`src/rtl/core/gfdd_pkg.sv`:
```
// ----------------------------------------------------------------------------
// gfdd_pkg
// Shared types and constants for the gamepad frame direction decoder.
// ----------------------------------------------------------------------------
package gfdd_pkg;

   localparam logic [7:0] FRAME_HEADER = 8'hC0;
   localparam logic [7:0] AXIS_CENTRE  = 8'h80;

   localparam int DIR_COUNT  = 8;
   localparam int DIR_BITS   = 3;
   localparam int MAG_BITS   = 8;
   localparam int SQ_BITS    = 16;
   localparam int PACK_BITS  = DIR_COUNT * MAG_BITS;

   // direction slots
   localparam logic [DIR_BITS-1:0] DIR_RIGHT = 3'd0;
   localparam logic [DIR_BITS-1:0] DIR_UP    = 3'd2;
   localparam logic [DIR_BITS-1:0] DIR_LEFT  = 3'd4;
   localparam logic [DIR_BITS-1:0] DIR_DOWN  = 3'd6;

   localparam logic [DIR_BITS-1:0] ROOT_TOP_BIT = 3'd7;
   localparam logic [1:0]          LAST_PAIR    = 2'd3;

   localparam logic REG_DEADZONE = 1'b0;

   typedef enum logic [2:0] {
      ENG_IDLE,
      ENG_LOAD,
      ENG_PAIR,
      ENG_SQX,
      ENG_SQY,
      ENG_ROOT,
      ENG_ROUND
   } eng_state_type;

   typedef struct packed {
      logic                start;
      logic                seen;
      logic [MAG_BITS-1:0] deadzone;
   } eng_ctl_type;

endpackage

```
`src/rtl/core/gamepad_frame_direction_decoder.sv`:
```
// ----------------------------------------------------------------------------
// gamepad_frame_direction_decoder
// Keeps controller frames with a valid header and reports buttons, centered
// stick coordinates and eight direction magnitudes per stick.
//
//   channel | dir | signals                         | payload
//   --------+-----+---------------------------------+------------------------
//   req     | in  | req_tvalid/tready/tdata[55:0]   | one frame
//   rsp     | out | rsp_tvalid/tready/tdata[183:0]  | decoded state
//   csr     | in  | csr_psel/penable/pwrite/paddr   | deadzone at 0x0
//
// The time to a result is set by the pair sequencer (one slot check per pair)
// and by the shared squarer, which squares both members, searches the root bit
// by bit and rounds it for each diagonal root. Reset is synchronous and active
// high. No new frame is taken until its result has moved into the output
// register; a stalled result holds there.
// ----------------------------------------------------------------------------
module gamepad_frame_direction_decoder
   import gfdd_pkg::*;
(
   input  logic         clock,
   input  logic         reset,
   // header, button_low, button_high, left_x_raw, left_y_raw,
   // right_x_raw, right_y_raw (8 bits each, from bit 0)
   input  logic         req_tvalid,
   output logic         req_tready,
   input  logic [55:0]  req_tdata,
   // buttons[13:0], left_x[21:14], left_y[30:22], right_x[38:31],
   // right_y[47:39], left_directions[111:48], right_directions[175:112],
   // frame_seen[176], zero pad [183:177]
   output logic         rsp_tvalid,
   input  logic         rsp_tready,
   output logic [183:0] rsp_tdata,
   input  logic         csr_psel,
   input  logic         csr_penable,
   input  logic         csr_pwrite,
   input  logic [2:0]   csr_paddr,
   input  logic [31:0]  csr_pwdata,
   output logic [31:0]  csr_prdata,
   output logic         csr_pready
);

   logic                 accept, load_out, eng_done;
   logic [MAG_BITS-1:0]  deadzone;
   eng_ctl_type          eng_ctl;
   logic [PACK_BITS-1:0] left_dirs, right_dirs;

   logic                 busy_ff, busy_in;
   logic                 start_ff, start_in;
   logic                 pending_ff, pending_in;
   logic                 rsp_valid_ff, rsp_valid_in;
   logic                 seen_ff, seen_in;
   logic [13:0]          buttons_ff, buttons_in;
   logic [MAG_BITS-1:0]  axes_ff [4];
   logic [MAG_BITS-1:0]  axes_in [4];
   logic [183:0]         rsp_data_ff, rsp_data_in;

   logic [7:0]           lx, rx;
   logic [8:0]           ly, ry;

   gfdd_csr u_csr (
      .clock       (clock),
      .reset       (reset),
      .csr_psel    (csr_psel),
      .csr_penable (csr_penable),
      .csr_pwrite  (csr_pwrite),
      .csr_paddr   (csr_paddr),
      .csr_pwdata  (csr_pwdata),
      .csr_prdata  (csr_prdata),
      .csr_pready  (csr_pready),
      .deadzone    (deadzone)
   );

   assign eng_ctl.start    = start_ff;
   assign eng_ctl.seen     = seen_ff;
   assign eng_ctl.deadzone = deadzone;

   gfdd_engine u_engine (
      .clock            (clock),
      .reset            (reset),
      .ctl              (eng_ctl),
      .left_x_raw       (axes_ff[0]),
      .left_y_raw       (axes_ff[1]),
      .right_x_raw      (axes_ff[2]),
      .right_y_raw      (axes_ff[3]),
      .done             (eng_done),
      .left_directions  (left_dirs),
      .right_directions (right_dirs)
   );

   assign req_tready = !busy_ff;
   assign accept     = req_tvalid & req_tready;
   assign load_out   = pending_ff & (!rsp_valid_ff | rsp_tready);

   assign lx = seen_ff ? (axes_ff[0] ^ AXIS_CENTRE) : '0;
   assign ly = seen_ff ? ({1'b0, AXIS_CENTRE} - {1'b0, axes_ff[1]}) : '0;
   assign rx = seen_ff ? (axes_ff[2] ^ AXIS_CENTRE) : '0;
   assign ry = seen_ff ? ({1'b0, AXIS_CENTRE} - {1'b0, axes_ff[3]}) : '0;

   always_comb begin
      seen_in    = seen_ff;
      buttons_in = buttons_ff;
      axes_in    = axes_ff;
      if (accept && (req_tdata[7:0] == FRAME_HEADER)) begin
         seen_in    = 1'b1;
         buttons_in = {req_tdata[21:16], req_tdata[15:8]};
         axes_in[0] = req_tdata[31:24];
         axes_in[1] = req_tdata[39:32];
         axes_in[2] = req_tdata[47:40];
         axes_in[3] = req_tdata[55:48];
      end

      start_in = accept;

      busy_in = busy_ff;
      if (accept) begin
         busy_in = 1'b1;
      end else if (load_out) begin
         busy_in = 1'b0;
      end

      pending_in = pending_ff;
      if (eng_done) begin
         pending_in = 1'b1;
      end else if (load_out) begin
         pending_in = 1'b0;
      end

      rsp_valid_in = rsp_valid_ff;
      if (load_out) begin
         rsp_valid_in = 1'b1;
      end else if (rsp_tready) begin
         rsp_valid_in = 1'b0;
      end

      rsp_data_in = rsp_data_ff;
      if (load_out) begin
         rsp_data_in = {7'd0, seen_ff, right_dirs, left_dirs, ry, rx, ly, lx, buttons_ff};
      end
   end

   always_ff @(posedge clock) begin
      if (reset) begin
         busy_ff      <= 1'b0;
         start_ff     <= 1'b0;
         pending_ff   <= 1'b0;
         rsp_valid_ff <= 1'b0;
         seen_ff      <= 1'b0;
         buttons_ff   <= '0;
         for (int k = 0; k < 4; k++) begin
            axes_ff[k] <= '0;
         end
      end else begin
         busy_ff      <= busy_in;
         start_ff     <= start_in;
         pending_ff   <= pending_in;
         rsp_valid_ff <= rsp_valid_in;
         seen_ff      <= seen_in;
         buttons_ff   <= buttons_in;
         axes_ff      <= axes_in;
      end
   end

   always_ff @(posedge clock) begin
      rsp_data_ff <= rsp_data_in;
   end

   assign rsp_tvalid = rsp_valid_ff;
   assign rsp_tdata  = rsp_data_ff;

`ifndef SYNTHESIS
   a_accept_blocks: assert property (@(posedge clock) disable iff (reset)
      accept |=> (busy_ff && !req_tready))
      else $error("frame transfer did not block the input");

   a_done_while_busy: assert property (@(posedge clock) disable iff (reset)
      eng_done |-> (busy_ff && !pending_ff))
      else $error("engine finished without an outstanding frame");

   a_seen_sticky: assert property (@(posedge clock) disable iff (reset)
      seen_ff |=> seen_ff)
      else $error("frame seen flag dropped");

   a_result_from_work: assert property (@(posedge clock) disable iff (reset)
      $rose(rsp_tvalid) |-> $past(busy_ff))
      else $error("result shown without a frame in work");
`endif

endmodule

```
`src/rtl/core/gfdd_squarer.sv`:
```
// ----------------------------------------------------------------------------
// gfdd_squarer
// Shared 8-bit squaring unit used for the pair sums, the root search and the rounding.
// ----------------------------------------------------------------------------
module gfdd_squarer
   import gfdd_pkg::*;
(
   input  logic [MAG_BITS-1:0] operand,
   output logic [SQ_BITS-1:0]  square
);

   assign square = SQ_BITS'(operand) * SQ_BITS'(operand);

endmodule

```
`src/rtl/core/gfdd_csr.sv`:
```
// ----------------------------------------------------------------------------
// gfdd_csr
// Register port holding the deadzone setting.
// ----------------------------------------------------------------------------
module gfdd_csr
   import gfdd_pkg::*;
(
   input  logic                clock,
   input  logic                reset,
   input  logic                csr_psel,
   input  logic                csr_penable,
   input  logic                csr_pwrite,
   input  logic [2:0]          csr_paddr,
   input  logic [31:0]         csr_pwdata,
   output logic [31:0]         csr_prdata,
   output logic                csr_pready,
   output logic [MAG_BITS-1:0] deadzone
);

   logic [MAG_BITS-1:0] deadzone_ff;
   logic [MAG_BITS-1:0] deadzone_in;
   logic                wr_hit;

   assign csr_pready = 1'b1;
   assign wr_hit     = csr_psel & csr_penable & csr_pwrite & csr_pready
                       & (csr_paddr[2] == REG_DEADZONE);

   always_comb begin
      deadzone_in = deadzone_ff;
      if (wr_hit) begin
         deadzone_in = csr_pwdata[MAG_BITS-1:0];
      end
   end

   always_ff @(posedge clock) begin
      if (reset) begin
         deadzone_ff <= '0;
      end else begin
         deadzone_ff <= deadzone_in;
      end
   end

   always_comb begin
      csr_prdata = '0;
      if (csr_paddr[2] == REG_DEADZONE) begin
         csr_prdata = {{(32-MAG_BITS){1'b0}}, deadzone_ff};
      end
   end

   assign deadzone = deadzone_ff;

endmodule

```
`src/rtl/core/gfdd_engine.sv`:
```
// ----------------------------------------------------------------------------
// gfdd_engine
// Sequencer that builds the eight direction bytes of each stick, resolving
// the four adjacent pairs one after another on a rotating slot register and
// rounding diagonal roots with the shared squarer.
// ----------------------------------------------------------------------------
module gfdd_engine
   import gfdd_pkg::*;
(
   input  logic                 clock,
   input  logic                 reset,
   input  eng_ctl_type          ctl,
   input  logic [MAG_BITS-1:0]  left_x_raw,
   input  logic [MAG_BITS-1:0]  left_y_raw,
   input  logic [MAG_BITS-1:0]  right_x_raw,
   input  logic [MAG_BITS-1:0]  right_y_raw,
   output logic                 done,
   output logic [PACK_BITS-1:0] left_directions,
   output logic [PACK_BITS-1:0] right_directions
);

   eng_state_type        state_ff, state_in;
   logic [MAG_BITS-1:0]  dir_ff [DIR_COUNT];
   logic [MAG_BITS-1:0]  dir_in [DIR_COUNT];
   logic [MAG_BITS-1:0]  dir_tmp [DIR_COUNT];
   logic [SQ_BITS-1:0]   sum_ff, sum_in;
   logic [MAG_BITS-1:0]  root_ff, root_in;
   logic [DIR_BITS-1:0]  bit_ff, bit_in;
   logic [1:0]           pair_ff, pair_in;
   logic                 stick_ff, stick_in;
   logic [PACK_BITS-1:0] left_ff, left_in;
   logic [PACK_BITS-1:0] right_ff, right_in;

   logic [MAG_BITS-1:0]  mul_a;
   logic [SQ_BITS-1:0]   product;
   logic [MAG_BITS-1:0]  x_val, y_val;
   logic [MAG_BITS-1:0]  xraw, yraw;
   logic [MAG_BITS-1:0]  trial;
   logic [MAG_BITS-1:0]  res0, res1, res2;
   logic [PACK_BITS-1:0] packed_dirs;
   logic                 both_idle, near_diag, rotate, round_up;

   gfdd_squarer u_squarer (
      .operand (mul_a),
      .square  (product)
   );

   assign x_val     = dir_ff[0];
   assign y_val     = dir_ff[2];
   assign xraw      = stick_ff ? right_x_raw : left_x_raw;
   assign yraw      = stick_ff ? right_y_raw : left_y_raw;
   assign trial     = root_ff | (MAG_BITS'(1) << bit_ff);
   assign both_idle = (x_val <= ctl.deadzone) && (y_val <= ctl.deadzone);
   assign near_diag = (x_val != '0) && (y_val != '0)
                      && ({1'b0, x_val} < {y_val, 1'b0})
                      && ({1'b0, y_val} < {x_val, 1'b0});
   assign round_up  = ({1'b0, product} + {{(SQ_BITS+1-MAG_BITS){1'b0}}, root_ff})
                      < {1'b0, sum_ff};

   always_comb begin
      state_in = state_ff;
      dir_in   = dir_ff;
      sum_in   = sum_ff;
      root_in  = root_ff;
      bit_in   = bit_ff;
      pair_in  = pair_ff;
      stick_in = stick_ff;
      left_in  = left_ff;
      right_in = right_ff;
      done     = 1'b0;
      mul_a    = x_val;
      rotate   = 1'b0;
      res0     = x_val;
      res1     = dir_ff[1];
      res2     = y_val;
      dir_tmp  = dir_ff;
      packed_dirs = '0;

      unique case (state_ff)
         ENG_IDLE: begin
            if (ctl.start) begin
               stick_in = 1'b0;
               state_in = ENG_LOAD;
            end
         end
         ENG_LOAD: begin
            for (int k = 0; k < DIR_COUNT; k++) begin
               dir_in[k] = '0;
            end
            if (ctl.seen) begin
               if (xraw > AXIS_CENTRE) begin
                  dir_in[DIR_RIGHT] = xraw - AXIS_CENTRE;
               end else if (xraw < AXIS_CENTRE) begin
                  dir_in[DIR_LEFT] = AXIS_CENTRE - xraw;
               end
               if (yraw > AXIS_CENTRE) begin
                  dir_in[DIR_DOWN] = yraw - AXIS_CENTRE;
               end else if (yraw < AXIS_CENTRE) begin
                  dir_in[DIR_UP] = AXIS_CENTRE - yraw;
               end
            end
            pair_in  = '0;
            state_in = ENG_PAIR;
         end
         ENG_PAIR: begin
            priority if (both_idle) begin
               res0   = (x_val <= y_val) ? '0 : x_val;
               res2   = (y_val <= x_val) ? '0 : y_val;
               res1   = '0;
               rotate = 1'b1;
            end else if (near_diag) begin
               state_in = ENG_SQX;
            end else begin
               res0   = (x_val < y_val) ? '0 : x_val;
               res2   = (y_val < x_val) ? '0 : y_val;
               res1   = '0;
               rotate = 1'b1;
            end
         end
         ENG_SQX: begin
            mul_a    = x_val;
            sum_in   = product;
            state_in = ENG_SQY;
         end
         ENG_SQY: begin
            mul_a    = y_val;
            sum_in   = sum_ff + product;
            root_in  = '0;
            bit_in   = ROOT_TOP_BIT;
            state_in = ENG_ROOT;
         end
         ENG_ROOT: begin
            mul_a = trial;
            if (product <= sum_ff) begin
               root_in = trial;
            end
            if (bit_ff == '0) begin
               state_in = ENG_ROUND;
            end else begin
               bit_in = bit_ff - 1'b1;
            end
         end
         ENG_ROUND: begin
            mul_a  = root_ff;
            res0   = '0;
            res2   = '0;
            res1   = round_up ? root_ff + 1'b1 : root_ff;
            rotate = 1'b1;
         end
         default: begin
            state_in = ENG_IDLE;
         end
      endcase

      if (rotate) begin
         dir_tmp[0] = res0;
         dir_tmp[1] = res1;
         dir_tmp[2] = res2;
         // advance: the next pair moves into slots 0 and 2
         for (int k = 0; k < DIR_COUNT; k++) begin
            dir_in[k] = dir_tmp[DIR_BITS'(k + 2)];
         end
         for (int k = 0; k < DIR_COUNT; k++) begin
            packed_dirs[MAG_BITS*k +: MAG_BITS] = dir_in[k];
         end
         pair_in = pair_ff + 1'b1;
         if (pair_ff == LAST_PAIR) begin
            if (!stick_ff) begin
               left_in  = packed_dirs;
               stick_in = 1'b1;
               state_in = ENG_LOAD;
            end else begin
               right_in = packed_dirs;
               done     = 1'b1;
               state_in = ENG_IDLE;
            end
         end else begin
            state_in = ENG_PAIR;
         end
      end
   end

   always_ff @(posedge clock) begin
      if (reset) begin
         state_ff <= ENG_IDLE;
         pair_ff  <= '0;
         stick_ff <= 1'b0;
         bit_ff   <= '0;
      end else begin
         state_ff <= state_in;
         pair_ff  <= pair_in;
         stick_ff <= stick_in;
         bit_ff   <= bit_in;
      end
   end

   always_ff @(posedge clock) begin
      dir_ff   <= dir_in;
      sum_ff   <= sum_in;
      root_ff  <= root_in;
      left_ff  <= left_in;
      right_ff <= right_in;
   end

   assign left_directions  = left_ff;
   assign right_directions = right_ff;

endmodule

```
`config.mk`:
```
export PLATFORM = sky130hd
export DESIGN_NAME = gamepad_frame_direction_decoder
export DESIGN_NICKNAME = d
export VERILOG_FILES = /design/src/rtl/core/gfdd_pkg.sv /design/src/rtl/core/gamepad_frame_direction_decoder.sv /design/src/rtl/core/gfdd_squarer.sv /design/src/rtl/core/gfdd_csr.sv /design/src/rtl/core/gfdd_engine.sv
export SDC_FILE = /design/constraint.sdc
export NUM_CORES = 1
export LEC_CHECK = 0
export ABC_AREA = 0
export ABC_CLOCK_PERIOD_IN_PS = 9110
export BUFFER_PORTS_ARGS = -buffer_cell sky130_fd_sc_hd__buf_4
export CORE_AREA = 5 5 123 241
export DETAILED_ROUTE_END_ITERATION = 10
export DIE_AREA = 0 0 128 246
export GPL_ROUTABILITY_DRIVEN = 0
export MAX_ROUTING_LAYER = met4
export PLACE_DENSITY = 0.8
export SLEW_MARGIN = 20
export SYNTH_ARGS = -nofsm -noshare
export SYNTH_HDL_FRONTEND = slang
export SYNTH_SLANG_ARGS = --single-unit
```
`constraint.sdc`:
```
create_clock -name clock -period 9.11 [get_ports clock]
set_input_delay 0.911 -clock clock [delete_from_list [all_inputs] [get_ports clock]]
set_output_delay 0.911 -clock clock [all_outputs]
set_load 0.01 [all_outputs]
```
==> flow_metrics.py, run 1 <==
metrics = {
    "run_status": {
        "status": "finished clean",
    },
    "clocking": {
        "cts_sinks": 253,
        "number_of_buffers_added_by_the_clock_tree_synthesis_step": 23,
        "cts_tree": "built",
        "clock_latency_ns": 0.55,
        "clk_transition_reported_paths_ns": 0.07,
        "ctsResizeCount": 0,
        "cts_max_level": 1,
        "clock_tree.buffer_depth": 3,
        "postCtsSetupBuffers": 0,
        "ctsRootBufferMaster": "sky130_fd_sc_hd__clkbuf_16",
        "postCtsHoldBufs": 0,
    },
    "floorplan": {
        "dieArea_um2": 31500,
        "chipHeight_um": 246,
        "die_w_um": 128,
        "initial_core_util": 0.549,
        "rows": 86,
        "ioPinCount": 317,
        "core_area_um2": 27500,
    },
    "setup_path": {
        "critPathBufInv": 6,
        "launching_point_of_the_worst_reg2reg_path": "u_engine.state_ff[0]",
        "slowest_stage": "sky130_fd_sc_hd__fa_1",
        "cp-startpoint": "u_engine.state_ff[0]",
        "element_type_at_the_critical_path_start": "flop",
        "cp_slowest_stage_delay_ns": 0.52,
        "cp.required_ns": 9.48,
        "critical_path_depth": 32,
        "critical-path-top-delay-family": "adder cells",
        "critical_path_arrival_ns": 8.82,
        "path_class": "flop to flop",
        "critical_path_peak_fanout": 14,
        "endpoint_kind": "flop",
        "r2r.worst_path.cells": 32,
    },
    "timing": {
        "number_of_failing_hold_endpoints_at_the_final_stage": 0,
        "hold-worst-slack_ns": 0.418,
        "finalCritPeriodShare": 0.927,
        "setup-violations-final": 0,
        "tightestPinTransition_ns": 1.06,
        "grt_setup_unrepaired": "no",
        "timing.clock.skew_ns": 0.0275,
        "fmax_ghz": 0.118,
        "final_max_slew_viol_count": 0,
        "setup_tns_ns": 0,
        "layout_min_cycle_time_ns": 8.45,
        "max-slew-margin-rel": 0.293,
    },
    "hold_path": {
        "worst_hold_path.num_cells": 0,
        "hold_path.class": "flop to flop",
        "min_from": "u_engine.left_directions[60]",
    },
    "grt": {
        "initial_antenna_violation_count": 0,
        "wire_length_of_the_first_global_routing_pass_um": 58400,
        "first_global_vias": 11549,
        "gr-total-overflow": 0,
        "grt_max_degree": 77,
        "grt_usage": 0.242,
    },
    "routing": {
        "drt_iter0_drc": 726,
        "drt-vias-per-instance": 5.53,
        "drc": 0,
        "drtAntennaViolNets": 0,
        "routed_wirelength_um": 38000,
        "route.detailed.wl_per_inst_um": 18.5,
        "count_of_vias_placed_by_the_detailed_router": 11355,
        "drtPass1Iterations": 6,
    },
    "run": {
        "cap_violations": 0,
    },
    "finish": {
        "antenna_cells_inserted": 0,
        "area_growth_from_synthesis_to_layout_pct": 14.7,
        "filler_cell_count": 2222,
        "multi_input_area_um2": 7130,
        "drive_gt1_frac": 0.163,
        "final-seq-area_um2": 6920,
        "layout.core_utilization": 0.629,
        "final_design_area_no_fill_um2": 17300,
        "fin_nets": 1935,
    },
    "placed_design": {
        "dp_hpwl_um": 29200,
        "post_placement_cell_area_um2": 16600,
        "place.port_buffers": 176,
    },
    "logic_synthesis": {
        "yosysUniqueCellTypes": 67,
        "synthDominantCellAreaShare": 0.368,
        "synth.cell_area_um2": 15100,
        "synth.yosys.warnings": 0,
        "ys_seq_area_frac": 0.458,
        "post-synth-top-area-cell": "sky130_fd_sc_hd__edfxtp_1",
        "synthArstFlopShare": 0,
        "synth-edff-count": 185,
        "synthTopCellsByArea": "sky130_fd_sc_hd__edfxtp_1 (37%), sky130_fd_sc_hd__ha_1 (11%), sky130_fd_sc_hd__dfxtp_1 (9.0%), sky130_fd_sc_hd__buf_4 (5.6%), sky130_fd_sc_hd__nand2_1 (4.1%)",
        "synth.avg_cell_area_um2": 10.1,
        "synth_top_flop_cell": "sky130_fd_sc_hd__edfxtp_1",
        "synth_cells": 1493,
        "synth_seq_cells": 253,
    },
}
==> layout make-up <==
class,instances,area share
multi-input cells,1065,0.411
flip-flops and latches,253,0.399
repair buffers,216,0.0934
clock buffers,33,0.0389
inverters,124,0.0269
well taps,352,0.0254
clock inverters,9,0.00491
==> final timing paths <==
path,to,slack [ns]
worst max-delay path,u_engine.right_directions[62],0.66
worst min-delay path,rsp_tdata[108],0.42
worst min register to register,rsp_tdata[108],0.42
worst max register to register,u_engine.right_directions[62],0.66
==> cell families (layout without fill, tap and decap cells) <==
group / Yosys count / count (layout) / synth area share
AO/OA/AOI/OAI: 275 / 275 / 0.114
XOR/XNOR: 55 / 55 / 0.0319
adder cells (fa/ha/maj): 154 / 154 / 0.140
buffers and inverters: 285 / 382 / 0.0994
flip-flops: 253 / 253 / 0.458
multiplexers: 31 / 31 / 0.0209
other: 2 / 112 / 0.000497
AND/OR/NAND/NOR: 438 / 438 / 0.136
==> cells in the final DEF, fill, tap and decap left out, types with 23 or more instances in the layout <==
cell type	synthesis	final
sky130_fd_sc_hd__nand2_1	167	167
sky130_fd_sc_hd__fa_1	25	25
sky130_fd_sc_hd__nor3_1	27	25
sky130_fd_sc_hd__nand2b_1	23	23
sky130_fd_sc_hd__nor2_1	106	106
sky130_fd_sc_hd__mux2i_1	26	26
sky130_fd_sc_hd__a21oi_1	121	120
sky130_fd_sc_hd__dfxtp_1	68	68
sky130_fd_sc_hd__buf_4	113	215
sky130_fd_sc_hd__clkbuf_16	0	24
sky130_fd_sc_hd__inv_1	123	123
sky130_fd_sc_hd__ha_1	129	129
sky130_fd_sc_hd__o21ai_0	41	40
sky130_fd_sc_hd__conb_1	2	112
sky130_fd_sc_hd__edfxtp_1	185	185
sky130_fd_sc_hd__xnor2_1	36	36
==> synth_stat cells (7+ instances only) <==
cell type	n
sky130_fd_sc_hd__a211oi_1	13
sky130_fd_sc_hd__a21o_1	14
sky130_fd_sc_hd__a21oi_1	121
sky130_fd_sc_hd__a31oi_1	8
sky130_fd_sc_hd__and2_1	23
sky130_fd_sc_hd__buf_4	113
sky130_fd_sc_hd__clkbuf_1	39
sky130_fd_sc_hd__dfxtp_1	68
sky130_fd_sc_hd__edfxtp_1	185
sky130_fd_sc_hd__fa_1	25
sky130_fd_sc_hd__ha_1	129
sky130_fd_sc_hd__inv_1	123
sky130_fd_sc_hd__mux2i_1	26
sky130_fd_sc_hd__nand2_1	167
sky130_fd_sc_hd__nand2b_1	23
sky130_fd_sc_hd__nand3_1	15
sky130_fd_sc_hd__nand4_1	11
sky130_fd_sc_hd__nor2_1	106
sky130_fd_sc_hd__nor2b_1	16
sky130_fd_sc_hd__nor3_1	27
sky130_fd_sc_hd__nor4_1	9
sky130_fd_sc_hd__o21a_1	9
sky130_fd_sc_hd__o21ai_0	41
sky130_fd_sc_hd__o22ai_1	7
sky130_fd_sc_hd__or3_1	13
sky130_fd_sc_hd__xnor2_1	36
sky130_fd_sc_hd__xor2_1	19
==> registers in the layout, indices dropped and copies added, names as in the netlist, 8 cells and up <==
name                       count
axes_ff                       32
buttons_ff                    14
rsp_tdata                     97
u_csr.deadzone                 8
u_engine.left_directions      24
u_engine.right_directions     24
u_engine.root_ff               8
u_engine.sum_ff               16
u_engine.x_val                 8
u_engine.y_val                 8
==> layer usage <==
layer / part of all wire / up-vias / GRT usage
met2: 0.56 / 462 / 0.464
li1: - / 5362 / -
met4: 0.074 / 0 / 0.155
met5: 0 / - / -
met3: 0.058 / 187 / 0.0378
met1: 0.31 / 5344 / 0.210
==> metrics by stage <==
step,worst slack (ns),std cells
finish,0.662,2052
global placement,0.909,2009
global route,0.0564,2052
CTS,0.669,2051
detailed placement,0.733,2009
floorplan,1.24,1603
Power of run 1 is not shown: default switching activity piles up to over one toggle a cycle in this logic, so the estimate is an artifact.
==> run 2: changes to the inputs <==
--- a/config.mk
+++ b/config.mk
@@ -12,6 +12,7 @@
 export DETAILED_ROUTE_END_ITERATION = 10
 export DIE_AREA = 0 0 128 246
 export GPL_ROUTABILITY_DRIVEN = 0
+export GPL_TIMING_DRIVEN = 0
 export MAX_ROUTING_LAYER = met4
 export PLACE_DENSITY = 0.8
 export SLEW_MARGIN = 20
==> run 2 against run 1 <==
Effect of this change: clock-buffer cell count is 6 lower; hold slack worse by 0.0048 ns; critical path depth fell by 3; critical endpoint is now u_engine.right_directions[63].
==> flow_metrics.py, run 2 (synthesis gave the netlist of run 1 again) <==
metrics = {
    "run_status": {
        "status": "finished clean",
    },
    "routing": {
        "drt-vias-per-instance": 5.47,
        "routed_wirelength_um": 39700,
        "drtAntennaViolNets": 0,
        "drtPass1Iterations": 5,
        "route.detailed.wl_per_inst_um": 18.2,
        "count_of_vias_placed_by_the_detailed_router": 11915,
        "drc": 0,
        "drt_iter0_drc": 567,
    },
    "floorplan": {
        "ioPinCount": 317,
        "die_w_um": 128,
        "initial_core_util": 0.549,
        "dieArea_um2": 31500,
        "core_area_um2": 27500,
        "rows": 86,
        "chipHeight_um": 246,
    },
    "clocking": {
        "cts_max_level": 1,
        "ctsRootBufferMaster": "sky130_fd_sc_hd__clkbuf_16",
        "clock_tree.buffer_depth": 3,
        "clk_transition_reported_paths_ns": 0.07,
        "cts_sinks": 253,
        "number_of_buffers_added_by_the_clock_tree_synthesis_step": 23,
        "clock_latency_ns": 0.55,
        "cts_tree": "built",
    },
    "timing": {
        "layout_min_cycle_time_ns": 8.64,
        "setup-violations-final": 0,
        "grt_setup_unrepaired": "no",
        "finalCritPeriodShare": 0.949,
        "timing.clock.skew_ns": 0.0144,
        "fmax_ghz": 0.116,
        "number_of_failing_hold_endpoints_at_the_final_stage": 0,
        "tightestPinTransition_ns": 1.03,
        "setup_tns_ns": 0,
        "max-slew-margin-rel": 0.316,
        "final_max_slew_viol_count": 0,
    },
    "setup_path": {
        "cp_slowest_stage_delay_ns": 0.71,
        "critical_path_arrival_ns": 9.00,
        "cp.required_ns": 9.47,
        "path_class": "flop to flop",
        "slowest_stage": "sky130_fd_sc_hd__a22oi_1",
        "element_type_at_the_critical_path_start": "flop",
        "critical_path.most_common_cell": "sky130_fd_sc_hd__ha_1",
        "endpoint_kind": "flop",
        "critical_path_peak_fanout": 8,
    },
    "grt": {
        "wire_length_of_the_first_global_routing_pass_um": 61200,
        "initial_antenna_violation_count": 0,
        "grt_max_degree": 62,
        "gr-total-overflow": 0,
        "grt_usage": 0.254,
        "first_global_vias": 12073,
    },
    "finish": {
        "filler_cell_count": 2198,
        "layout.core_utilization": 0.658,
        "final-seq-area_um2": 6920,
        "largest_register_ff_count": 97,
        "area_growth_from_synthesis_to_layout_pct": 19.9,
        "antenna_cells_inserted": 0,
        "most-common-layout-cells": "sky130_fd_sc_hd__buf_4 (294), sky130_fd_sc_hd__edfxtp_1 (185), sky130_fd_sc_hd__nand2_1 (167)",
        "final_design_area_no_fill_um2": 18100,
        "fin_nets": 2061,
        "layout_commonest_cell": "sky130_fd_sc_hd__buf_4",
        "drive_gt1_frac": 0.203,
        "multi_input_area_um2": 7190,
    },
    "hold_path": {
        "hold_path.class": "flop to flop",
    },
    "placed_design": {
        "post_placement_cell_area_um2": 17400,
        "place.port_buffers": 174,
        "dp_hpwl_um": 31400,
    },
    "run": {
        "cap_violations": 0,
    },
}
## run 2: layout make-up
cell class | count | area share
multi-input combinational | 1065 | 0.397
inverter | 124 | 0.0257
clock inverter | 15 | 0.00539
sequential | 253 | 0.382
tap | 352 | 0.0243
buffer | 160 | 0.0571
timing repair buffer | 182 | 0.0765
clock buffer | 27 | 0.0326
## run 2: per-stage QoR
stage	hold WS, ns	cells	setup WS, ns
2_1_floorplan	0.400	1603	1.24
6_report	0.413	2178	0.466
4_1_cts	0.415	2178	0.101
3_3_place_gp	0.402	2129	-0.316
5_1_grt	0.419	2178	0.0123
3_5_place_dp	0.405	2135	-0.561
## run 2: worst paths after layout
check	endpoint	slack, ns	from	cells past startpoint
setup reg to reg	u_engine.right_directions[63]	0.47	u_engine.bit_ff[0]	29
setup / recovery	u_engine.right_directions[63]	0.47	u_engine.bit_ff[0]	29
hold / removal	rsp_tdata[54]	0.41	u_engine.left_directions[6]	0
hold reg to reg	rsp_tdata[54]	0.41	u_engine.left_directions[6]	0
## run 2: routing by layer
| layer | track usage | part of all wire |
|---|---|---|
| met5 | - | 0 |
| met4 | 0.194 | 0.088 |
| met3 | 0.0367 | 0.061 |
| met2 | 0.468 | 0.55 |
| met1 | 0.228 | 0.30 |
## run 2: what timing repair did
item                                    4_1_cts  5_1_grt
hold buffers                                  0        0
cloned                                        0        0
pin swaps                                     1        1
endpoints found under the setup margin       16       16
resized for setup                             4       11
buffers inserted                              1        1
## run 2: critical path: cells and delay by family (launching register included)
family,cells,cell delay [ns]
AO/OA/AOI/OAI,9,2.83
adder cells (fa/ha/maj),8,2.88
XOR/XNOR,2,0.53
buffers and inverters,3,0.22
multiplexers,1,0.32
flip-flops,1,0.44
AND/OR/NAND/NOR,6,1.22
Power of run 2 is left out for the same reason.
